### src/hw/rtl/dq_pkg.sv
// ----------------------------------------------------------------------------
// dq_pkg
// Shared types, codes and slot helpers for the double-ended queue.
// ----------------------------------------------------------------------------
`timescale 1ns / 1ps

package dq_pkg;

	// Store depth and derived widths
	localparam int DEPTH = 16;
	localparam int IDX_W = (DEPTH > 1) ? $clog2(DEPTH) : 1;
	localparam int CNT_W = 5;
	localparam int VAL_W = 32;

	localparam logic [CNT_W-1:0] DEPTH_C   = CNT_W'(DEPTH);
	localparam logic [CNT_W-1:0] CAP_RESET = CNT_W'(16);

	// Operation codes; codes above OP_STATUS act as a status read
	localparam logic [2:0] OP_PUSH_FRONT = 3'd0;
	localparam logic [2:0] OP_PUSH_BACK  = 3'd1;
	localparam logic [2:0] OP_POP_FRONT  = 3'd2;
	localparam logic [2:0] OP_POP_BACK   = 3'd3;
	localparam logic [2:0] OP_STATUS     = 3'd4;

	// Status codes
	localparam logic [1:0] ST_OK        = 2'd0;
	localparam logic [1:0] ST_OVERFLOW  = 2'd1;
	localparam logic [1:0] ST_UNDERFLOW = 2'd2;

	typedef struct packed {
		logic [2:0]              operation;
		logic signed [VAL_W-1:0] value;
	} in_item_t;

	typedef struct packed {
		logic [1:0]              status;
		logic signed [VAL_W-1:0] front_value;
		logic signed [VAL_W-1:0] rear_value;
		logic                    ends_valid;
		logic [CNT_W-1:0]        element_count;
		logic                    is_empty;
	} out_item_t;

	typedef enum logic [1:0] {
		S_IDLE,
		S_EXEC,
		S_READ,
		S_LOAD
	} state_t;

	// Controller to datapath commands
	typedef struct packed {
		logic capture;
		logic exec;
		logic read;
		logic load;
	} dq_cmd_t;

	function automatic logic [IDX_W-1:0] next_slot(input logic [IDX_W-1:0] i);
		return (i == IDX_W'(DEPTH - 1)) ? '0 : i + IDX_W'(1);
	endfunction

	function automatic logic [IDX_W-1:0] prev_slot(input logic [IDX_W-1:0] i);
		return (i == '0) ? IDX_W'(DEPTH - 1) : i - IDX_W'(1);
	endfunction

endpackage

### src/hw/rtl/double_ended_queue_top.sv
// ----------------------------------------------------------------------------
// double_ended_queue_top
// Sequencing: capture, update, store read and result load, in that order;
// the result load waits while the output register still holds a result.
// A new transaction is taken only after the previous one has been loaded.
// Reset: pointers and count cleared, capacity back to 16; the store is not
// cleared (entries are written before they are read), so no clearing pass.
// ----------------------------------------------------------------------------
`timescale 1ns / 1ps

module double_ended_queue_top (
	input  logic                      clk,
	input  logic                      arst_n,
	// input channel
	input  logic                      in_valid,
	output logic                      in_ready,
	input  dq_pkg::in_item_t          in_item,
	// result channel
	output logic                      out_valid,
	input  logic                      out_ready,
	output dq_pkg::out_item_t         out_item,
	// capacity register
	input  logic                      cfg_we,
	input  logic [dq_pkg::CNT_W-1:0]  cfg_wdata
);

	// Command bundle from sequencer to datapath:
	//   capture - latch the incoming transaction
	//   exec    - apply the operation: pointers, count, status, store write
	//   read    - read front and rear entries into registers
	//   load    - move the finished result into the output register
	dq_pkg::dq_cmd_t cmd;

	// The output register decouples the two sides: a new transaction is
	// accepted while the previous result still waits for out_ready.
	dq_ctrl u_ctrl (
		.clk       (clk),
		.arst_n    (arst_n),
		.in_valid  (in_valid),
		.in_ready  (in_ready),
		.out_valid (out_valid),
		.out_ready (out_ready),
		.cmd       (cmd)
	);

	// Circular store: push front steps head back, push back writes at tail.
	// Pushes overflow once the count reaches the capacity (clamped to depth).
	dq_datapath u_dp (
		.clk       (clk),
		.arst_n    (arst_n),
		.cmd       (cmd),
		.in_item   (in_item),
		.cfg_we    (cfg_we),
		.cfg_wdata (cfg_wdata),
		.out_item  (out_item)
	);

endmodule

### src/hw/rtl/dq_ctrl.sv
// ----------------------------------------------------------------------------
// dq_ctrl
// Sequencer for one transaction at a time and the result valid flag.
// ----------------------------------------------------------------------------
`timescale 1ns / 1ps

module dq_ctrl (
	input  logic              clk,
	input  logic              arst_n,
	input  logic              in_valid,
	output logic              in_ready,
	output logic              out_valid,
	input  logic              out_ready,
	output dq_pkg::dq_cmd_t   cmd
);

	dq_pkg::state_t state_q, state_d;
	logic           out_valid_q;

	always_ff @(posedge clk or negedge arst_n) begin
		if (!arst_n) begin
			state_q     <= dq_pkg::S_IDLE;
			out_valid_q <= 1'b0;
		end else begin
			state_q     <= state_d;
			out_valid_q <= cmd.load | (out_valid_q & ~out_ready);
		end
	end

	always_comb begin
		state_d     = state_q;
		cmd         = '0;
		in_ready    = 1'b0;
		unique case (state_q)
			dq_pkg::S_IDLE: begin
				in_ready = 1'b1;
				if (in_valid) begin
					cmd.capture = 1'b1;
					state_d     = dq_pkg::S_EXEC;
				end
			end
			dq_pkg::S_EXEC: begin
				cmd.exec = 1'b1;
				state_d  = dq_pkg::S_READ;
			end
			dq_pkg::S_READ: begin
				cmd.read = 1'b1;
				state_d  = dq_pkg::S_LOAD;
			end
			dq_pkg::S_LOAD: begin
				// wait for the output register to free up
				if (!out_valid_q || out_ready) begin
					cmd.load = 1'b1;
					state_d  = dq_pkg::S_IDLE;
				end
			end
			default: state_d = dq_pkg::S_IDLE;
		endcase
	end

	assign out_valid = out_valid_q;

endmodule

### src/hw/rtl/dq_datapath.sv
// ----------------------------------------------------------------------------
// dq_datapath
// Pointers, count, capacity register, circular store and result register.
// ----------------------------------------------------------------------------
`timescale 1ns / 1ps

module dq_datapath (
	input  logic                      clk,
	input  logic                      arst_n,
	input  dq_pkg::dq_cmd_t           cmd,
	input  dq_pkg::in_item_t          in_item,
	input  logic                      cfg_we,
	input  logic [dq_pkg::CNT_W-1:0]  cfg_wdata,
	output dq_pkg::out_item_t         out_item
);

	logic [2:0]                     op_q;
	logic [dq_pkg::VAL_W-1:0]       val_q;
	logic [dq_pkg::CNT_W-1:0]       cap_q;
	logic [dq_pkg::IDX_W-1:0]       head_q, tail_q;
	logic [dq_pkg::CNT_W-1:0]       count_q;
	logic [1:0]                     status_q;
	logic [dq_pkg::VAL_W-1:0]       mem [dq_pkg::DEPTH];
	logic [dq_pkg::VAL_W-1:0]       front_rd_q, rear_rd_q;
	dq_pkg::out_item_t              result_q;

	logic [dq_pkg::CNT_W-1:0]       cap_eff;
	logic [dq_pkg::IDX_W-1:0]       head_d, tail_d, wr_addr;
	logic [dq_pkg::CNT_W-1:0]       count_d;
	logic [1:0]                     status_d;
	logic                           wr_en;

	assign cap_eff = (cap_q > dq_pkg::DEPTH_C) ? dq_pkg::DEPTH_C : cap_q;

	always_comb begin
		head_d   = head_q;
		tail_d   = tail_q;
		count_d  = count_q;
		status_d = dq_pkg::ST_OK;
		wr_addr  = tail_q;
		wr_en    = 1'b0;
		case (op_q) inside
			dq_pkg::OP_PUSH_FRONT, dq_pkg::OP_PUSH_BACK: begin
				if (count_q >= cap_eff) begin
					status_d = dq_pkg::ST_OVERFLOW;
				end else begin
					wr_en   = 1'b1;
					count_d = count_q + dq_pkg::CNT_W'(1);
					if (op_q == dq_pkg::OP_PUSH_FRONT) begin
						head_d  = dq_pkg::prev_slot(head_q);
						wr_addr = head_d;
					end else begin
						tail_d  = dq_pkg::next_slot(tail_q);
					end
				end
			end
			dq_pkg::OP_POP_FRONT, dq_pkg::OP_POP_BACK: begin
				if (count_q == '0) begin
					status_d = dq_pkg::ST_UNDERFLOW;
				end else begin
					count_d = count_q - dq_pkg::CNT_W'(1);
					if (op_q == dq_pkg::OP_POP_FRONT) begin
						head_d = dq_pkg::next_slot(head_q);
					end else begin
						tail_d = dq_pkg::prev_slot(tail_q);
					end
				end
			end
			default: ; // status read
		endcase
	end

	// transaction payload, no reset
	always_ff @(posedge clk) begin
		if (cmd.capture) begin
			op_q  <= in_item.operation;
			val_q <= in_item.value;
		end
		if (cmd.exec) begin
			status_q <= status_d;
		end
	end

	always_ff @(posedge clk or negedge arst_n) begin
		if (!arst_n) begin
			cap_q   <= dq_pkg::CAP_RESET;
			head_q  <= '0;
			tail_q  <= '0;
			count_q <= '0;
		end else begin
			if (cfg_we) begin
				cap_q <= cfg_wdata;
			end
			if (cmd.exec) begin
				head_q  <= head_d;
				tail_q  <= tail_d;
				count_q <= count_d;
			end
		end
	end

	// store: one write port, two registered read ports
	always_ff @(posedge clk) begin
		if (cmd.exec && wr_en) begin
			mem[wr_addr] <= val_q;
		end
		if (cmd.read) begin
			front_rd_q <= mem[head_q];
			rear_rd_q  <= mem[dq_pkg::prev_slot(tail_q)];
		end
	end

	always_ff @(posedge clk) begin
		if (cmd.load) begin
			result_q.status        <= status_q;
			result_q.element_count <= count_q;
			if (count_q != '0) begin
				result_q.front_value <= front_rd_q;
				result_q.rear_value  <= rear_rd_q;
				result_q.ends_valid  <= 1'b1;
				result_q.is_empty    <= 1'b0;
			end else begin
				result_q.front_value <= '0;
				result_q.rear_value  <= '0;
				result_q.ends_valid  <= 1'b0;
				result_q.is_empty    <= 1'b1;
			end
		end
	end

	assign out_item = result_q;

endmodule

### config.mk
export PLATFORM = sky130hd
export DESIGN_NAME = double_ended_queue_top
export DESIGN_NICKNAME = d
export VERILOG_FILES = /design/src/hw/rtl/dq_pkg.sv /design/src/hw/rtl/double_ended_queue_top.sv /design/src/hw/rtl/dq_ctrl.sv /design/src/hw/rtl/dq_datapath.sv
export SDC_FILE = /design/constraint.sdc
export NUM_CORES = 1
export LEC_CHECK = 0
export BUFFER_PORTS_ARGS = -buffer_cell sky130_fd_sc_hd__buf_2
export CAP_MARGIN = 10
export CORE_ASPECT_RATIO = 0.5
export CORE_UTILIZATION = 45
export DETAILED_ROUTE_END_ITERATION = 12
export PLACE_DENSITY = 0.71
export SYNTH_ARGS = -nofsm -noshare
export SYNTH_HDL_FRONTEND = slang
export SYNTH_SLANG_ARGS = --single-unit
### constraint.sdc
create_clock -name clk -period 4.25 [get_ports clk]
set_input_delay 0.2125 -clock clk [delete_from_list [all_inputs] [get_ports clk]]
set_output_delay 0.2125 -clock clk [all_outputs]
set_load 0.05 [all_outputs]
# Word level (Yosys, flattened, before mapping)
# Memory sizes are Yosys's and may differ from the RTL's. A register that Yosys moved wholly into a read port is not among the register bits.
# Index checks and enable logic that the tools add are counted.
# word_totals
reg_bits	131
mem_bits_rw	512
input_bits	45
out_inout_bits	75
wordCells	103
mem_count	1
# mem_list
memory	depth	width	rd	rd_clocked_by_memory_dff	wr	line	rtl
u_dp.mem	16	32	2	2	1	dq_datapath.sv:23	logic [dq_pkg::VAL_W-1:0] mem [dq_pkg::DEPTH];
# classes
add_sub_neg	6
magnitude_cmp	2
n_eq_ne	15
n_mux	44
bitwise	3
n_reduce_logical	17
# ops
op	n
two-way mux 4 bit	19
two-way mux 5 bit	5
two-way mux 1 bit	14
AND reduction 6 bit	2
two-way mux 2 bit	5
!= test 2 bit, second input constant	5
adder 4 x 1 -> 4 bit, second input constant	2
== test 4 bit, second input constant	2
logical NOT 4 bit	2
case mux 2 bit (4 select lines)	1
subtractor 4 x 1 -> 4 bit, second input constant	2
== test 3 x 2 -> 1 bit, second input constant	2
adder 5 x 1 -> 5 bit, second input constant	1
greater-or-equal comparator 5 bit	1
greater-than comparator 5 bit, second input constant	1
logical NOT 5 bit	1
nonzero test 5 bit	1
subtractor 5 x 1 -> 5 bit, second input constant	1
== test 2 bit, second input constant	2
!= test 2 x 1 -> 1 bit, second input constant	2
AND reduction 4 bit	1
nonzero test 2 bit	2
OR reduction 2 bit	2
== test 3 x 1 -> 1 bit, second input constant	1
other kinds (10)	10

# Depth between registers and ports, before layout
# depth
ltp_word	8
ltp_mapped	13
depth_no_buf	8

# By module
# From an unflattened synthesis, not the netlist that was laid out.
# hier_totals
hier_cells	1583
hier_area_um2	31242.5
# by_module_without_submodules
module	n_inst	cells_per_inst	area_per_inst_um2	seq_area_each_um2
dq_datapath	1	1565	31037.3	21051.4
dq_ctrl	1	18	205.2	75.1

# Worst setup path after synthesis
# No wires, ideal clock.
# synth_timing
kind	register to register
startpoint	register u_dp.head_q[1] (netlist bit)
endpoint	memory u_dp.mem[3][0] (netlist bit), enable pin
setup_ns	0.432
arrival_time_ns	3.890
required_time_ns	3.818
slack_ns	-0.072
path_stages_with_launch	10
path_buffers	3
synth_period_minus_slack_ns	4.322
path_cell_list	dfrtp_1 buf_2 buf_2 clkinv_1 clkbuf_1 ha_1 or3b_2 a21oi_1 nand3_1 a21oi_1
# synth_via
elab_chain_cells	5
word_cells_on_any_way	6
classes_between	add/sub (1); mux (4); reduce/logical (1)
# synth_lines
element	line	rtl
start: declaration	dq_datapath.sv:20	logic [dq_pkg::IDX_W-1:0] head_q, tail_q;
start signal: assignment	dq_datapath.sv:87	head_q <= '0;
start signal: assignment	dq_datapath.sv:95	head_q <= head_d;
subtractor 4 x 1 -> 4 bit / logical NOT 4 bit (equally long branches)	dq_pkg.sv:64	return (i == '0) ? IDX_W'(DEPTH - 1) : i - IDX_W'(1);
two-way mux 4 bit *	dq_pkg.sv:64	
two-way mux 4 bit *	dq_datapath.sv:49	if (op_q == dq_pkg::OP_PUSH_FRONT) begin
two-way mux 4 bit *	dq_datapath.sv:44	if (count_q >= cap_eff) begin
two-way mux 4 bit *	dq_datapath.sv:42	case (op_q) inside
end: declaration	dq_datapath.sv:23	
# Mark *: on every way between the ends. The rest lies on a longest branch, timed or not.

# Final worst setup path
# layout_timing
startpoint	register u_dp.tail_q[1] (netlist bit)
endpoint	register u_dp.rear_rd_q[20] (netlist bit), read port of u_dp.mem (data pin)
# layout_via
elab_chain_cells	2
word_cells_on_any_way	3
classes_between	add/sub (1); mux (1); reduce/logical (1)
# layout_lines
element	line	rtl
start: declaration	dq_datapath.sv:20	
start signal: assignment	dq_datapath.sv:96	tail_q <= tail_d;
subtractor 4 x 1 -> 4 bit / logical NOT 4 bit (equally long branches)	dq_pkg.sv:64	
two-way mux 4 bit *	dq_pkg.sv:64	
end: declaration	dq_datapath.sv:24	logic [dq_pkg::VAL_W-1:0] front_rd_q, rear_rd_q;
# Marked as above.
# A chain may end at the register's enable or synchronous reset.

==> run metrics <==
#FFs+latches synth 707; hpwl dp 54.1 mm; drt total wl 89.7 mm; vias in the first global route 20100; Mean Syn Cell Area 15.9 um^2; clock sinks 707; Fin Clk Skew 38.0 ps; GR peak layer met2; wire per inst 28.5 um; antenna cell count 0; failing checks design-rule violations; initial cell density of the core 0.456; R2R Path Start u_dp.tail_q[1]; Rel. slew slack 0.322; Hold Buf Count CTS 49; Main synth FF type edfxtp_1; utilization after layout 0.527; Max Slew Vio Count 0; # H-tree levels 3; Total GRT Usage 0.251; row count 68; PortBufs 119; core area 0.0690 mm^2; CP Max Fanout 12; largest net degree at the start of global routing 137; drc violations 1; post-route ant nets 0; maximum VDD drop 0.535 mV; CP Data Arrival Time 3840 ps; Synth top area share 0.655; Non-Filler Instances 3144; Net Count, Synth 2041; post_cts resized 0; first-pass GRT wire length 131 mm; RSZ-0062 raised after global routing false; Worst-Skew Late Latency 640 ps; clk buf depth 3; M3 GR Usage 0.0588; post-synthesis cell count 1978; Post-synth ARST share 0.0297; initial antenna violation count 3; area leader, netlist edfxtp_1; die area 0.0710 mm^2; PD cells 821 mW/mm^2; area of the multi-input gates 0.00984 mm^2; Seq/Total Area, Yosys 0.672; outcome finished with violations; routability congestion estimate 0.931; crit share post-route 0.821; fmax 0.287 GHz; EDFF count, synth 686; fillers 5417; die height 189 um; critical path type reg2reg; max-cap check violation count 0; Reg area 0.0211 mm^2; synthesis-to-finish area growth 15.7%; initial drt markers 3080; Pleak 11.9 nW; Fin. Hold Viols 0; final number of setup-violating endpoints 0; Setup crit start kind flop; Tightest Pin Transition 1020 ps; die width 376 um; CP Capture Type flop; Root Driver clkbuf_16; met2 usage 0.375; Synth cell types 77; DR vias 20400; crit path from u_dp.tail_q[1]; setup repair bufs after CTS 0; CP Data Required Time 4610 ps; ratio of cells with drive above 1 in the final layout 0.242; TritonRoute pass-1 iters 10; IO Count 120; CTS buffer count 67; CTS tree built; Hold Crit Class in2async; Setup TNS 0 ps; YS warnings 0; GRT Residual Overflow 0; Final Critical Period 3490 ps; clock-pin slew on the worst setup and hold paths 70 ps; placed insts 2975; Layout Nets 2211; Synth area leaders edfxtp_1 (66%), mux4_2 (11%), a21oi_1 (1.8%); Via-to-Cell Ratio 6.48; grt met1 use 0.358; mapped cell area 0.0314 mm^2
-- cell usage in the layout, fill, tap and decap left out, types with 17 or more instances in the layout --
master and instances:
mux2_2 21, mux4_2 155, clkbuf_16 69, a211oi_1 37, edfxtp_1 686, mux2i_1 42
nand2_1 132, nor2b_1 71, o21ai_0 49, buf_2 119, a31oi_1 60, inv_1 22
a21oi_1 99, a221oi_1 29, and3_1 17, nand3_1 71, nor2_1 22, buf_4 77
dlygate4sd3_1 49, and2_1 38
-- state kept, by name (all words and copies together) (netlist names) --
register	count
u_dp.count_q	5
u_dp.mem	512
u_dp.cap_q	5
u_ctrl.state_q	2
u_dp.status_q	2
u_dp.front_rd_q	32
u_dp.tail_q	4
u_dp.op_q	3
u_dp.out_item	73
u_dp.head_q	4
u_dp.val_q	32
u_dp.rear_rd_q	32
u_ctrl.out_valid	1
-- Yosys cell counts, types with 6 or more instances --
| master | instances |
|---|---|
| inv_1 | 22 |
| nor2b_1 | 72 |
| o32a_1 | 9 |
| and3_1 | 17 |
| clkbuf_1 | 94 |
| ha_1 | 17 |
| xnor2_1 | 6 |
| o31ai_1 | 8 |
| nor3_1 | 14 |
| a21oi_1 | 116 |
| o21ai_0 | 49 |
| a222oi_1 | 10 |
| buf_2 | 29 |
| edfxtp_1 | 686 |
| a22o_1 | 9 |
| mux2_2 | 21 |
| nor2_1 | 23 |
| dfrtp_1 | 20 |
| mux2i_1 | 42 |
| o211ai_1 | 15 |
| a211oi_1 | 37 |
| nand2_1 | 133 |
| o221ai_1 | 7 |
| a221oi_1 | 29 |
| nand3_1 | 71 |
| a22oi_1 | 10 |
| a31o_2 | 6 |
| nand2b_1 | 13 |
| buf_4 | 6 |
| o2bb2ai_1 | 12 |
| mux4_2 | 155 |
| buf_1 | 23 |
| and2_1 | 39 |
| a221o_1 | 11 |
| a31oi_1 | 60 |
-- through the flow --
stage / setup WS [ps] / hold WS (ps) / power (mW) / instance area, um^2
after floorplan: 3.32 / -83.1 / 18.8 / 31500
after global placement: 983 / 250 / 23.2 / 33600
after detailed placement: 884 / 252 / 23.3 / 33600
after CTS: 807 / 111 / 29.7 / 36400
after global routing: 736 / 161 / 30.9 / 36400
final: 763 / 111 / 29.9 / 36400
-- power breakdown --
group          internal [mW]  switching (mW)  leakage, nW
registers               9.20           0.718         6.47
logic                   4.97            8.69         4.34
clock network           3.58            2.70         1.09
-- cells by family (layout without fill, tap and decap cells) --
family	after synthesis	count (layout)	synth area share
buf+inv	179	400	0.0237
simple gates	402	402	0.0653
flops	707	707	0.672
fa+ha+maj	18	18	0.00740
xor+xnor	7	7	0.00195
compound gates	447	447	0.0979
mux	218	218	0.132
-- final cells by class --
type,instances,share of cell area
Inverter,25,0.00258
Clock buffer,81,0.0492
Timing Repair Buffer,255,0.0512
Tap cell,945,0.0325
Sequential cell,707,0.581
Multi-Input combinational cell,1092,0.271
Clock inverter,39,0.0129
-- worst paths after layout --
check / end / slack, ps / cells past startpoint
max reg2reg: u_dp.rear_rd_q[20] / 760 / 8
max: u_dp.rear_rd_q[20] / 760 / 8
min in group clk: u_dp.val_q[13] / 290 / 2
min: u_dp.tail_q[2] / 110 / 2
max in group asynchronous: u_dp.head_q[2] / 3650 / 2
min reg2reg: u_dp.out_item[72] / 430 / 0
-- critical path, stage by stage (launching register included) --
cell,delay (ps)
dfrtp_1,450
inv_1,170
ha_4,240
or3b_2,610
a21oi_2,640
buf_4,400
a22o_1,180
a21oi_1,50
a221oi_1,450
-- layer usage --
layer / part of all wire / routed length, um / up-vias
met5: 0 / 0 / -
met4: 0.035 / 3150 / 0
met3: 0.12 / 11000 / 246
met2: 0.45 / 39900 / 1544
met1: 0.40 / 35600 / 10200
li1: - / - / 8368
Power figures use the tool's default switching activity.
